==> config.mk <==
export PLATFORM = sky130hd
export DESIGN_NAME = string_item_filter_unit_flat
export DESIGN_NICKNAME = d
export VERILOG_FILES = /design/src/design/sif_pkg.sv /design/src/design/sif_in_if.sv /design/src/design/sif_out_if.sv /design/src/design/string_item_filter_unit.sv /design/src/flat_wrapper.sv
export SDC_FILE = /design/constraint.sdc
export NUM_CORES = 1
export LEC_CHECK = 0
export ABC_CLOCK_PERIOD_IN_PS = 4600
export BUFFER_PORTS_ARGS = -buffer_cell sky130_fd_sc_hd__buf_2
export CORE_UTILIZATION = 40
export CTS_BUF_LIST = sky130_fd_sc_hd__clkbuf_16
export DETAILED_ROUTE_END_ITERATION = 6
export HOLD_SLACK_MARGIN = 0.05
export PLACE_DENSITY_LB_ADDON = 0.15
export SLEW_MARGIN = 20
export SYNTH_ARGS = -nofsm -noshare
export SYNTH_HDL_FRONTEND = slang
export SYNTH_SLANG_ARGS = --single-unit
==> constraint.sdc <==
create_clock -name clk_i -period 4.6 [get_ports clk_i]
set_input_delay 0.46 -clock clk_i [delete_from_list [all_inputs] [get_ports clk_i]]
set_output_delay 0.46 -clock clk_i [all_outputs]
set_load 0.05 [all_outputs]
==> src/design/sif_pkg.sv <==
`default_nettype none

package sif_pkg;

  localparam int unsigned CH_W      = 8;
  localparam int unsigned COUNT_W   = 16;
  localparam int unsigned PAT_BYTES = 32;
  localparam int unsigned PLEN_W    = 6;
  localparam int unsigned LIMIT_W   = 16;
  localparam int unsigned APB_DW    = 64;
  localparam int unsigned APB_AW    = 6;
  localparam int unsigned REG_IDX_W = 3;

  typedef enum logic [1:0] {
    MODE_CONTAINS = 2'd0,
    MODE_LACKS    = 2'd1,
    MODE_AT_MOST  = 2'd2,
    MODE_AT_LEAST = 2'd3
  } filter_mode_e;

  localparam logic [REG_IDX_W-1:0] REG_FILTER_MODE = 3'd0;
  localparam logic [REG_IDX_W-1:0] REG_PAT_LEN     = 3'd1;
  localparam logic [REG_IDX_W-1:0] REG_LEN_LIMIT   = 3'd2;
  localparam logic [REG_IDX_W-1:0] REG_PAT_BYTES_0 = 3'd3;
  localparam logic [REG_IDX_W-1:0] REG_PAT_BYTES_1 = 3'd4;
  localparam logic [REG_IDX_W-1:0] REG_PAT_BYTES_2 = 3'd5;
  localparam logic [REG_IDX_W-1:0] REG_PAT_BYTES_3 = 3'd6;

endpackage

`default_nettype wire

==> src/design/sif_in_if.sv <==
`default_nettype none

interface sif_in_if import sif_pkg::*; ();
  logic            valid;
  logic            ready;
  logic [CH_W-1:0] ch;
  logic            last;
  logic            empty_item;

  modport source (output valid, ch, last, empty_item, input ready);
  modport sink (input valid, ch, last, empty_item, output ready);
endinterface

`default_nettype wire

==> src/design/sif_out_if.sv <==
`default_nettype none

interface sif_out_if import sif_pkg::*; ();
  logic               valid;
  logic               ready;
  logic               keep;
  logic [COUNT_W-1:0] item_length;

  modport source (output valid, keep, item_length, input ready);
  modport sink (input valid, keep, item_length, output ready);
endinterface

`default_nettype wire

==> src/design/string_item_filter_unit.sv <==
`default_nettype none

// Keeps or drops text items that stream in one character per transaction, the
// final character flagged by last (an empty item is a single transaction with
// empty_item and last set). One character is taken every cycle while the output
// is not stalled; after the last character is accepted, the result moves from
// the input register to the result register and is held until taken. Pattern
// search keeps one
// prefix-match bit per pattern position, updated from a parallel compare of
// the incoming character against every pattern byte, so a match must lie
// wholly inside the item. The length count saturates at 65535. Configure over
// the APB port (64-bit registers at byte address 8*i) only while no item is in
// flight.
module string_item_filter_unit import sif_pkg::*; #(
  parameter int unsigned PATTERN_MAX = 32
) (
  input  wire                 clk_i,
  input  wire                 rst_ni,
  sif_in_if.sink              in_i,
  sif_out_if.source           out_o,
  input  wire                 psel,
  input  wire                 penable,
  input  wire                 pwrite,
  input  wire  [APB_AW-1:0]   paddr,
  input  wire  [APB_DW-1:0]   pwdata,
  output logic [APB_DW-1:0]   prdata,
  output logic                pready
);

  filter_mode_e                 mode_q;
  logic [PLEN_W-1:0]            pat_len_q;
  logic [LIMIT_W-1:0]           limit_q;
  logic [PAT_BYTES-1:0][CH_W-1:0] pat_q;

  logic                         s1_valid_q;
  logic [CH_W-1:0]              s1_ch_q;
  logic                         s1_last_q;
  logic                         s1_empty_q;

  logic [PATTERN_MAX-1:0]       hit_q;
  logic [PATTERN_MAX-1:0]       hit_d;
  logic [PATTERN_MAX-1:0]       byte_eq;
  logic [PATTERN_MAX-1:0]       len_sel;
  logic [COUNT_W-1:0]           count_q;
  logic [COUNT_W-1:0]           count_inc;
  logic [COUNT_W-1:0]           count_fin;
  logic                         found_q;
  logic                         found_fin;
  logic                         match;

  logic                         out_valid_q;
  logic                         keep_q;
  logic                         keep_d;
  logic [COUNT_W-1:0]           len_q;

  logic                         advance;
  logic                         step;
  logic                         act;
  logic                         done;
  logic                         cfg_wr;
  logic [REG_IDX_W-1:0]         reg_idx;

  assign pready  = 1'b1;
  assign reg_idx = paddr[APB_AW-1 -: REG_IDX_W];
  assign cfg_wr  = psel && penable && pwrite;

  always_ff @(posedge clk_i or negedge rst_ni) begin
    if (!rst_ni) begin
      mode_q    <= MODE_CONTAINS;
      pat_len_q <= '0;
      limit_q   <= '0;
      pat_q     <= '0;
    end else if (cfg_wr) begin
      case (reg_idx)
        REG_FILTER_MODE: mode_q <= filter_mode_e'(pwdata[1:0]);
        REG_PAT_LEN:     pat_len_q <= pwdata[PLEN_W-1:0];
        REG_LEN_LIMIT:   limit_q <= pwdata[LIMIT_W-1:0];
        REG_PAT_BYTES_0: pat_q[7:0] <= pwdata;
        REG_PAT_BYTES_1: pat_q[15:8] <= pwdata;
        REG_PAT_BYTES_2: pat_q[23:16] <= pwdata;
        REG_PAT_BYTES_3: pat_q[31:24] <= pwdata;
        default: ;
      endcase
    end
  end

  always_comb begin
    case (reg_idx)
      REG_FILTER_MODE: prdata = APB_DW'(mode_q);
      REG_PAT_LEN:     prdata = APB_DW'(pat_len_q);
      REG_LEN_LIMIT:   prdata = APB_DW'(limit_q);
      REG_PAT_BYTES_0: prdata = pat_q[7:0];
      REG_PAT_BYTES_1: prdata = pat_q[15:8];
      REG_PAT_BYTES_2: prdata = pat_q[23:16];
      REG_PAT_BYTES_3: prdata = pat_q[31:24];
      default:         prdata = '0;
    endcase
  end

  assign advance    = !out_valid_q || out_o.ready;
  assign in_i.ready = !s1_valid_q || advance;
  assign step       = s1_valid_q && advance;
  assign act        = step && !(s1_empty_q && !s1_last_q);
  assign done       = step && s1_last_q;

  always_ff @(posedge clk_i or negedge rst_ni) begin
    if (!rst_ni) begin
      s1_valid_q <= 1'b0;
    end else if (in_i.ready) begin
      s1_valid_q <= in_i.valid;
    end
  end

  always_ff @(posedge clk_i) begin
    if (in_i.valid && in_i.ready) begin
      s1_ch_q    <= in_i.ch;
      s1_last_q  <= in_i.last;
      s1_empty_q <= in_i.empty_item;
    end
  end

  for (genvar k = 0; k < PATTERN_MAX; k++) begin : g_pos
    assign byte_eq[k] = (s1_ch_q == pat_q[k]);
    assign len_sel[k] = (pat_len_q == PLEN_W'(k + 1)) ||
                        ((k == PATTERN_MAX - 1) && (pat_len_q > PLEN_W'(PATTERN_MAX)));
    if (k == 0) begin : g_first
      assign hit_d[k] = byte_eq[k];
    end else begin : g_rest
      assign hit_d[k] = hit_q[k-1] && byte_eq[k];
    end
  end

  assign match     = (pat_len_q == '0) || |(hit_d & len_sel);
  assign count_inc = (count_q == '1) ? count_q : count_q + COUNT_W'(1);
  assign count_fin = s1_empty_q ? count_q : count_inc;
  assign found_fin = found_q || (!s1_empty_q && match);

  always_comb begin
    case (mode_q)
      MODE_CONTAINS: keep_d = found_fin;
      MODE_LACKS:    keep_d = !found_fin;
      MODE_AT_MOST:  keep_d = (count_fin <= limit_q);
      MODE_AT_LEAST: keep_d = (count_fin >= limit_q);
      default:       keep_d = 1'b0;
    endcase
  end

  always_ff @(posedge clk_i or negedge rst_ni) begin
    if (!rst_ni) begin
      hit_q   <= '0;
      count_q <= '0;
      found_q <= 1'b0;
    end else if (act) begin
      if (s1_last_q) begin
        hit_q   <= '0;
        count_q <= '0;
        found_q <= 1'b0;
      end else begin
        hit_q   <= hit_d;
        count_q <= count_inc;
        found_q <= found_fin;
      end
    end
  end

  always_ff @(posedge clk_i or negedge rst_ni) begin
    if (!rst_ni) begin
      out_valid_q <= 1'b0;
    end else if (advance) begin
      out_valid_q <= done;
    end
  end

  always_ff @(posedge clk_i) begin
    if (done) begin
      keep_q <= keep_d;
      len_q  <= count_fin;
    end
  end

  assign out_o.valid       = out_valid_q;
  assign out_o.keep        = keep_q;
  assign out_o.item_length = len_q;

  a_hit_needs_count: assert property (@(posedge clk_i) disable iff (!rst_ni)
    (hit_q != '0) |-> (count_q != '0))
    else $error("prefix match recorded with no characters counted");

  a_found_needs_count: assert property (@(posedge clk_i) disable iff (!rst_ni)
    found_q |-> (count_q != '0))
    else $error("found flag set with no characters counted");

  a_clear_after_last: assert property (@(posedge clk_i) disable iff (!rst_ni)
    done |=> (count_q == '0) && (hit_q == '0) && !found_q)
    else $error("item state not cleared after last character");

  a_contains_nonempty: assert property (@(posedge clk_i) disable iff (!rst_ni)
    (out_valid_q && keep_q && (mode_q == MODE_CONTAINS)) |-> (len_q != '0))
    else $error("empty item reported as containing the pattern");

endmodule

`default_nettype wire

==> src/flat_wrapper.sv <==
// flat-port wrapper written by rule: the top's interface ports become plain ports
module string_item_filter_unit_flat import sif_pkg::*;
#(
  parameter int unsigned PATTERN_MAX = 32
)
  (clk_i, rst_ni, psel, penable, pwrite, paddr, pwdata, prdata, pready, in_i_valid, in_i_ch, in_i_last, in_i_empty_item, in_i_ready, out_o_valid, out_o_keep, out_o_item_length, out_o_ready);
  sif_in_if in_i_i ();
  sif_out_if out_o_i ();
  input  wire clk_i;
  input  wire rst_ni;
  input  wire psel;
  input  wire penable;
  input  wire pwrite;
  input  wire  [APB_AW-1:0] paddr;
  input  wire  [APB_DW-1:0] pwdata;
  output logic [APB_DW-1:0] prdata;
  output logic pready;
  input wire logic [$bits(in_i_i.valid)-1:0] in_i_valid;
  input wire logic [$bits(in_i_i.ch)-1:0] in_i_ch;
  input wire logic [$bits(in_i_i.last)-1:0] in_i_last;
  input wire logic [$bits(in_i_i.empty_item)-1:0] in_i_empty_item;
  output wire logic [$bits(in_i_i.ready)-1:0] in_i_ready;
  output wire logic [$bits(out_o_i.valid)-1:0] out_o_valid;
  output wire logic [$bits(out_o_i.keep)-1:0] out_o_keep;
  output wire logic [$bits(out_o_i.item_length)-1:0] out_o_item_length;
  input wire logic [$bits(out_o_i.ready)-1:0] out_o_ready;
  assign in_i_i.valid = in_i_valid;
  assign in_i_i.ch = in_i_ch;
  assign in_i_i.last = in_i_last;
  assign in_i_i.empty_item = in_i_empty_item;
  assign in_i_ready = in_i_i.ready;
  assign out_o_valid = out_o_i.valid;
  assign out_o_keep = out_o_i.keep;
  assign out_o_item_length = out_o_i.item_length;
  assign out_o_i.ready = out_o_ready;
  string_item_filter_unit #(.PATTERN_MAX(PATTERN_MAX)) u_core (.clk_i(clk_i), .rst_ni(rst_ni), .in_i(in_i_i), .out_o(out_o_i), .psel(psel), .penable(penable), .pwrite(pwrite), .paddr(paddr), .pwdata(pwdata), .prdata(prdata), .pready(pready));
endmodule
==> results of run 1 <==
[cells by family (layout without fill, tap and decap cells)]
| group | after synthesis | in the layout | share of synthesized area, % |
|---|---|---|---|
| adder cells (fa/ha/maj) | 17 | 17 | 1.10 |
| other | 1 | 1 | 0.0194 |
| buffers and inverters | 135 | 314 | 4.15 |
| AND/OR/NAND/NOR | 363 | 363 | 9.30 |
| XOR/XNOR | 269 | 269 | 12.4 |
| AO/OA/AOI/OAI | 269 | 269 | 9.96 |
| flip-flops | 357 | 357 | 46.8 |
| multiplexers | 281 | 281 | 16.2 |
[worst register-to-register path: stages (launching register included)]
cell      delay [ps]
dfrtp_1          470
and4_1           260
and4_1           240
and4_1           250
nand3_1          150
nand4_1          260
nor3_1           270
xor2_1           260
ha_1             290
a21o_1           170
a21o_1           170
a21oi_1          120
o21ai_0          220
o31a_1           370
a21oi_1          150
nand3b_1          80
[report_power, final]
group / switching, mW / leakage [nW] / internal (mW)
sequential: 0.536 / 4.50 / 3.69
combinational: 1.23 / 4.31 / 0.998
clock: 1.38 / 0.711 / 1.96
[stage by stage]
| step | total power [mW] | util (%) | hold WS (ps) | cell area (um^2) | std cells |
|---|---|---|---|---|---|
| floorplan | 5.82 | - | 164 | 19400 | 1692 |
| global placement | 6.46 | 43.4 | 449 | 20700 | 2399 |
| detailed placement | 6.50 | 43.4 | 465 | 20700 | 2399 |
| CTS | 9.88 | 46.5 | 53.7 | 22200 | 2486 |
| global route | 10.3 | 46.5 | 58.5 | 22200 | 2486 |
| finish | 9.80 | 46.5 | 80.0 | 22200 | 2486 |
[worst paths after layout]
path | start | end | slack (ps) | cells past startpoint
worst max-delay path | u_core.count_q[6]$_DFFE_PN0P_ | u_core.out_o.keep$_DFFE_PP_ | 610 | 15
worst min-delay path | in_i_ch[2] | u_core.s1_ch_q[2]$_DFFE_PP_ | 80 | 1
worst max register to register | u_core.count_q[6]$_DFFE_PN0P_ | u_core.out_o.keep$_DFFE_PP_ | 610 | 15
worst min register to register | u_core.hit_q[7]$_DFFE_PN0P_ | u_core.hit_q[7]$_DFFE_PN0P_ | 480 | 2
max in group asynchronous | rst_ni | u_core.count_q[1]$_DFFE_PN0P_ | 2900 | 3
min in group asynchronous | rst_ni | u_core.out_o.valid$_DFFE_PN0P_ | 520 | 2
[area by class of cell]
cell class	instances	area, um^2
Inverter	24	90.1
Clock inverter	32	224
Tap cell	615	769
Multi-Input combinational cell	1200	9550
Clock buffer	46	1150
Fill cell	4489	25600
Sequential cell	357	9070
Timing Repair Buffer	212	1330
[flip-flops by register name, summed over array words and instances (netlist names)]
register,count
u_core.count_q,16
u_core.found_q,1
u_core.hit_q,31
u_core.limit_q,16
u_core.mode_q,2
u_core.out_o.item_length,16
u_core.out_o.keep,1
u_core.out_o.valid,1
u_core.pat_len_q,6
u_core.pat_q,256
u_core.s1_ch_q,8
u_core.s1_empty_q,1
u_core.s1_last_q,1
u_core.s1_valid_q,1
[Yosys cell counts, types with 12 or more instances]
master    instances
xnor2_1         229
buf_6            26
clkbuf_1         55
nor2_1           37
o21ai_0          35
a22o_1           40
ha_1             17
dfrtp_1         330
nand2_1         142
buf_2            20
nor4_1           12
mux2i_1          16
a31oi_1          14
a22oi_1         100
xor2_1           34
edfxtp_1         27
nand3_1          47
inv_1            22
nor3_1           37
a21oi_1          26
mux2_2          265
nand4_1          39
[routing by layer]
metal,share of wire (%),vias to the layer above,routed length [um],track usage (%)
li1,-,6410,-,-
met1,46,7142,26200,32.0
met2,49,365,28000,39.2
met3,4.0,64,2280,3.09
met4,1.9,2,1110,6.09
met5,0.016,-,9,0
[timing repair]
| action | CTS | global route |
|---|---|---|
| hold buffers | 9 | 0 |
| hold endpoints to repair | 104 | 0 |
| endpoints found under the setup margin | 0 | 0 |
==> reports/qor.csv, run 1 <==
stage,metric,value,unit
run_status,status,completed,
critical_path,critical-path-top-delay-family,simple AND/OR/NAND/NOR gates,
place,dpl.hpwl,38.4,mm
routing,vias_per_cell,5.62,
synthesis,synth-seq-cells,357,
critical_path,critPathMaxStageDelay,470,ps
critical_path,path_buf_inv,0,
clock_network,cts-resized-gates,0,
routing,via_count,14000,
routing,ant_nets,0,
floorplanning,die_h,222,um
sta,fin_crit,3990,ps
synthesis,synth_fp_nets,1796,
synthesis,synth_top_area_cell,dfrtp_1,
critical_path,path_common_cell,and4_1,
clock_network,cts_root_buf,clkbuf_16,
synthesis,synth_top_area_share,42.6,%
critical_path,cp.required,4910,ps
synthesis,synthTopCellsByArea,"dfrtp_1, mux2_2, xnor2_1, edfxtp_1, a22oi_1",
floorplanning,die_x,222,um
sta,fmax,251,MHz
synthesis,syn_inst,1692,
floorplanning,core,47700,um^2
critical_path,critical_path.cell_chain,and4_1 > and4_1 > and4_1 > nand3_1 > nand4_1 > nor3_1 > xor2_1 > ha_1 > a21o_1 > a21o_1 > a21oi_1 > o21ai_0 > o31a_1 > a21oi_1 > nand3b_1,
place,io_buffers,166,
critical_path,crit_slowest_cell,dfrtp_1,
floorplanning,fp.dieArea,49300,um^2
grt,grt_pass1_vias,14100,
floorplanning,std_cell_rows,80,
power,peakVddDrop,0.294,mV
synthesis,yosysWarnings,0,
clock_network,cts_made_buffers,43,
synthesis,seq_area_frac_synth,46.8,%
synthesis,synth_edf_count,27,
grt,track_usage,23.5,%
power,p_leak,9.52,nW
worst_hold_path,hp-class,primary input to flop,
sta,tightest_slew,1050,ps
sta,rsz0062_at_grt,no,
sta,setup_tns,0,ps
grt,grt_max_degree,100,
sta,finalMaxSlewViolations,0,
critical_path,critPathLaunchType,flop,
critical_path,path_max_fanout,9,
cells_and_area,final_nets,1942,
floorplanning,pin_count,171,
sta,fin_crit_sh,86.7,%
place,dp_slack,631,ps
cells_and_area,final_cell_mix,"dfrtp_1, mux2_2, xnor2_1, buf_2, nand2_1",
synthesis,yosysUniqueCellTypes,59,
synthesis,postSynth.asyncResetShare,92.4,%
routing,drt-initial-drc-count,1080,
clock_network,clock_sinks,357,
sta,slew-limit-headroom,29.8,%
clock_network,ctsLongestPathBuffers,3,
routing,wire_per_inst,23.2,um
grt,grt-ovfl-total,0,
clock_network,post_cts_buffers,0,
sta,hold_viol_final,0,
grt,grt_pass1_wl,88.6,mm
synthesis,syn_avg_cell_area,11.4,um^2
routing,routed_wl,57.6,mm
place,gp_congestion,0.824,
power,p_per_area,442,nW/um^2
clock_network,clkTransAtPathRegs,60,ps
routing,drc,0,
sta,final.setup.worst_slack,613,ps
floorplanning,initial_core_util,40.6,%
critical_path,crit_path_end_kind,flop,
critical_path,critPathKind,flop to flop,
synthesis,synth_area,19400,um^2
cells_and_area,drive_gt1_share,29.4,%
critical_path,critPathArrivalTime,4300,ps
flow_run,drv_cap,0,
cells_and_area,area_delta_synth_final,14.6,%
clock_network,clock_latency,570,ps
clock_network,ctsHtreeMaxLevel,2,
sta,skew,14.2,ps
clock_network,cts_tree,done,
synthesis,synth_ff_type,dfrtp_1,
routing,first_pass_iters,5,
sta,setup_viol,0,
grt,antenna_found_initial,1,
cells_and_area,antenna_cells,0,
cells_and_area,final_common_cell,dfrtp_1,
No activity file was read; power rests on OpenSTA's default activity.
==> run 2: changes to the inputs <==
--- a/config.mk
+++ b/config.mk
@@ -11,7 +11,7 @@
 export CTS_BUF_LIST = sky130_fd_sc_hd__clkbuf_16
 export DETAILED_ROUTE_END_ITERATION = 6
 export HOLD_SLACK_MARGIN = 0.05
-export PLACE_DENSITY_LB_ADDON = 0.15
+export PLACE_DENSITY_LB_ADDON = 0.12
 export SLEW_MARGIN = 20
 export SYNTH_ARGS = -nofsm -noshare
 export SYNTH_HDL_FRONTEND = slang
==> run 2 against run 1 <==
Compared with the run above:
- total power down 0.99%
- clock skew up 6.0 ps
- routed wire length up 0.86%
- flip-flop and latch count unchanged
- critical path depth unchanged
- via count up 0.18%
- clock-buffer cell count down 2
- final area about the same
- clock power down 3%
- sequential power about the same
- first-iteration DRC count down 4.5%
- global-route usage up 0.27 points
- critical endpoint unchanged
- largest cell class unchanged
- highest routed layer unchanged
==> reports/qor.csv, run 2 (synthesis results as in run 1) <==
stage,metric,value,unit,change
critical_path,path_max_fanout,9,,unchanged
cells_and_area,final_common_cell,dfrtp_1,,
sta,slew-limit-headroom,34.1,%,+4.3 points
routing,routed_wl,58.1,mm,+0.86%
power,p_per_area,438,nW/um^2,-0.91%
cells_and_area,drive_gt1_share,29.2,%,-0.15 points
power,p_leak,9.48,nW,-0.36%
grt,grt-ovfl-total,0,,unchanged
sta,fin_hold_ws,77.9,ps,-2.08 ps
clock_network,post_cts_buffers,0,,unchanged
clock_network,ctsHtreeMaxLevel,2,,unchanged
cells_and_area,antenna_cells,0,,unchanged
place,dpl.hpwl,38.0,mm,-0.97%
worst_hold_path,hp-class,primary input to flop,,
critical_path,r2r_end,u_core.out_o.keep$_DFFE_PP_,,
critical_path,critPathArrivalTime,4290,ps,about the same
sta,setup_tns,0,ps,unchanged
flow_run,drv_cap,0,,unchanged
worst_hold_path,hold_path_depth,1,,unchanged
power,peakVddDrop,0.329,mV,+12%
floorplanning,std_cell_rows,80,,unchanged
sta,fin_crit,3970,ps,-13.6 ps
routing,drc,0,,unchanged
critical_path,critPathKind,flop to flop,,
routing,drt-initial-drc-count,1031,,-4.5%
clock_network,cts_root_buf,clkbuf_16,,
cells_and_area,final_area,22200,um^2,about the same
clock_network,cts_tree,done,,
clock_network,ctsLongestPathBuffers,3,,unchanged
floorplanning,die_h,222,um,unchanged
sta,hold_viol_final,0,,unchanged
routing,first_pass_iters,5,,unchanged
critical_path,cp.required,4910,ps,about the same
floorplanning,fp.dieArea,49300,um^2,unchanged
cells_and_area,final_cell_count_no_fill,2482,,-0.16%
sta,finalMaxSlewViolations,0,,unchanged
cells_and_area,regMostFlops,u_core.pat_q,,
sta,skew,20.2,ps,+5.98 ps
cells_and_area,biggestRegsByFlops,"u_core.pat_q: 256 flops, u_core.hit_q: 31 flops",,
sta,rsz0062_at_grt,no,,
routing,vias_per_cell,5.64,,+0.34%
routing,ant_nets,0,,unchanged
clock_network,cts_made_buffers,43,,unchanged
clock_network,clock_latency,580,ps,about the same
grt,grt_pass1_vias,14400,,+2.3%
cells_and_area,final_nets,1939,,-0.15%
sta,fmax,252,MHz,+0.34%
routing,via_count,14000,,+0.18%
critical_path,reg2reg_depth,15,,unchanged
run_status,status,completed,,
cells_and_area,area_delta_synth_final,14.5,%,about the same
worst_hold_path,whs_endpoint,u_core.s1_ch_q[3]$_DFFE_PP_,,
grt,track_usage,23.7,%,+0.27 points
place,dpl-instance-area,20800,um^2,+0.19%
grt,antenna_found_initial,1,,unchanged
sta,setup_viol,0,,unchanged
critical_path,r2r_setup_slack,630,ps,about the same
place,gp_congestion,0.849,,+3.1%
cells_and_area,largest_reg_flops,256,,unchanged
grt,grt_max_degree,89,,-11%
sta,tightest_slew,988,ps,-57.0 ps
floorplanning,initial_core_util,40.6,%,unchanged
clock_network,cts-resized-gates,0,,unchanged
critical_path,reg2reg_from,u_core.count_q[6]$_DFFE_PN0P_,,
floorplanning,die_x,222,um,unchanged
sta,fin_crit_sh,86.4,%,-0.30 points
place,dp.cells,2396,,-0.13%
clock_network,clock_sinks,357,,unchanged
cells_and_area,n_fill_cell,4494,,+0.11%
floorplanning,core,47700,um^2,unchanged
critical_path,crit_path_end_kind,flop,,
grt,grt_pass1_wl,89.7,mm,+1.3%
routing,wire_per_inst,23.4,um,+1.0%
place,dp_slack,627,ps,-3.88 ps
cells_and_area,final_util,46.4,%,about the same
clock_network,clkTransAtPathRegs,60,ps,about the same
critical_path,critPathLaunchType,flop,,
floorplanning,pin_count,171,,unchanged
worst_hold_path,min-delay-start,in_i_ch[3],,
cells_and_area,final_cell_mix,"dfrtp_1, mux2_2, xnor2_1, buf_2, nand2_1",,
sta,final.setup.worst_slack,627,ps,+13.6 ps
power,power.total,9.70,mW,-0.99%
place,io_buffers,166,,unchanged
==> run 2: worst max-delay path by stage <==
stage	start	to	slack, ps	cells after the start
3_5_place_dp	u_core.count_q[6]$_DFFE_PN0P_	u_core.out_o.keep$_DFFE_PP_	630	15
6_report	u_core.count_q[6]$_DFFE_PN0P_	u_core.out_o.keep$_DFFE_PP_	630	15
2_1_floorplan	u_core.count_q[5]$_DFFE_PN0P_	u_core.out_o.keep$_DFFE_PP_	1020	18
5_1_grt	u_core.count_q[6]$_DFFE_PN0P_	u_core.out_o.keep$_DFFE_PP_	340	15
3_3_place_gp	u_core.count_q[6]$_DFFE_PN0P_	u_core.out_o.keep$_DFFE_PP_	680	15
4_1_cts	u_core.count_q[6]$_DFFE_PN0P_	u_core.out_o.keep$_DFFE_PP_	600	15
==> run 2: area by class of cell <==
class,instances,area (um^2),share of cell area (%)
tap,615,769,3.47
multi-input combinational,1200,9550,43.1
clock buffer,44,1100,4.97
inverter,24,90.1,0.406
timing repair buffer,209,1370,6.20
sequential,357,9070,40.9
clock inverter,33,211,0.954
==> run 2: repair_timing <==
action | 4_1_cts | 5_1_grt
hold endpoints to repair | 65 | 0
setup endpoints to repair | 0 | 0
hold buffers | 9 | 0
==> run 2: per-layer routing <==
layer	track usage, %	wire, um
met2	38.6	27700
met5	0	10
met1	32.7	26600
met4	8.02	1570
met3	2.94	2240
==> run 2: power breakdown <==
| group | switching (mW) | internal [mW] | total [mW] |
|---|---|---|---|
| logic | 1.24 | 1.01 | 2.25 |
| clock network | 1.39 | 1.84 | 3.24 |
| registers | 0.526 | 3.69 | 4.22 |
==> run 2: worst max-delay path: stages, from the launching register on <==
cell and delay [ps]:
dfrtp_1 470, and4_1 260, and4_1 250, and4_1 250
nand3_1 150, nand4_1 250, nor3_1 250, xor2_1 280
ha_1 300, a21o_1 160, a21o_1 170, a21oi_1 140
o21ai_0 210, o31a_1 350, a21oi_1 130, nand3b_1 90
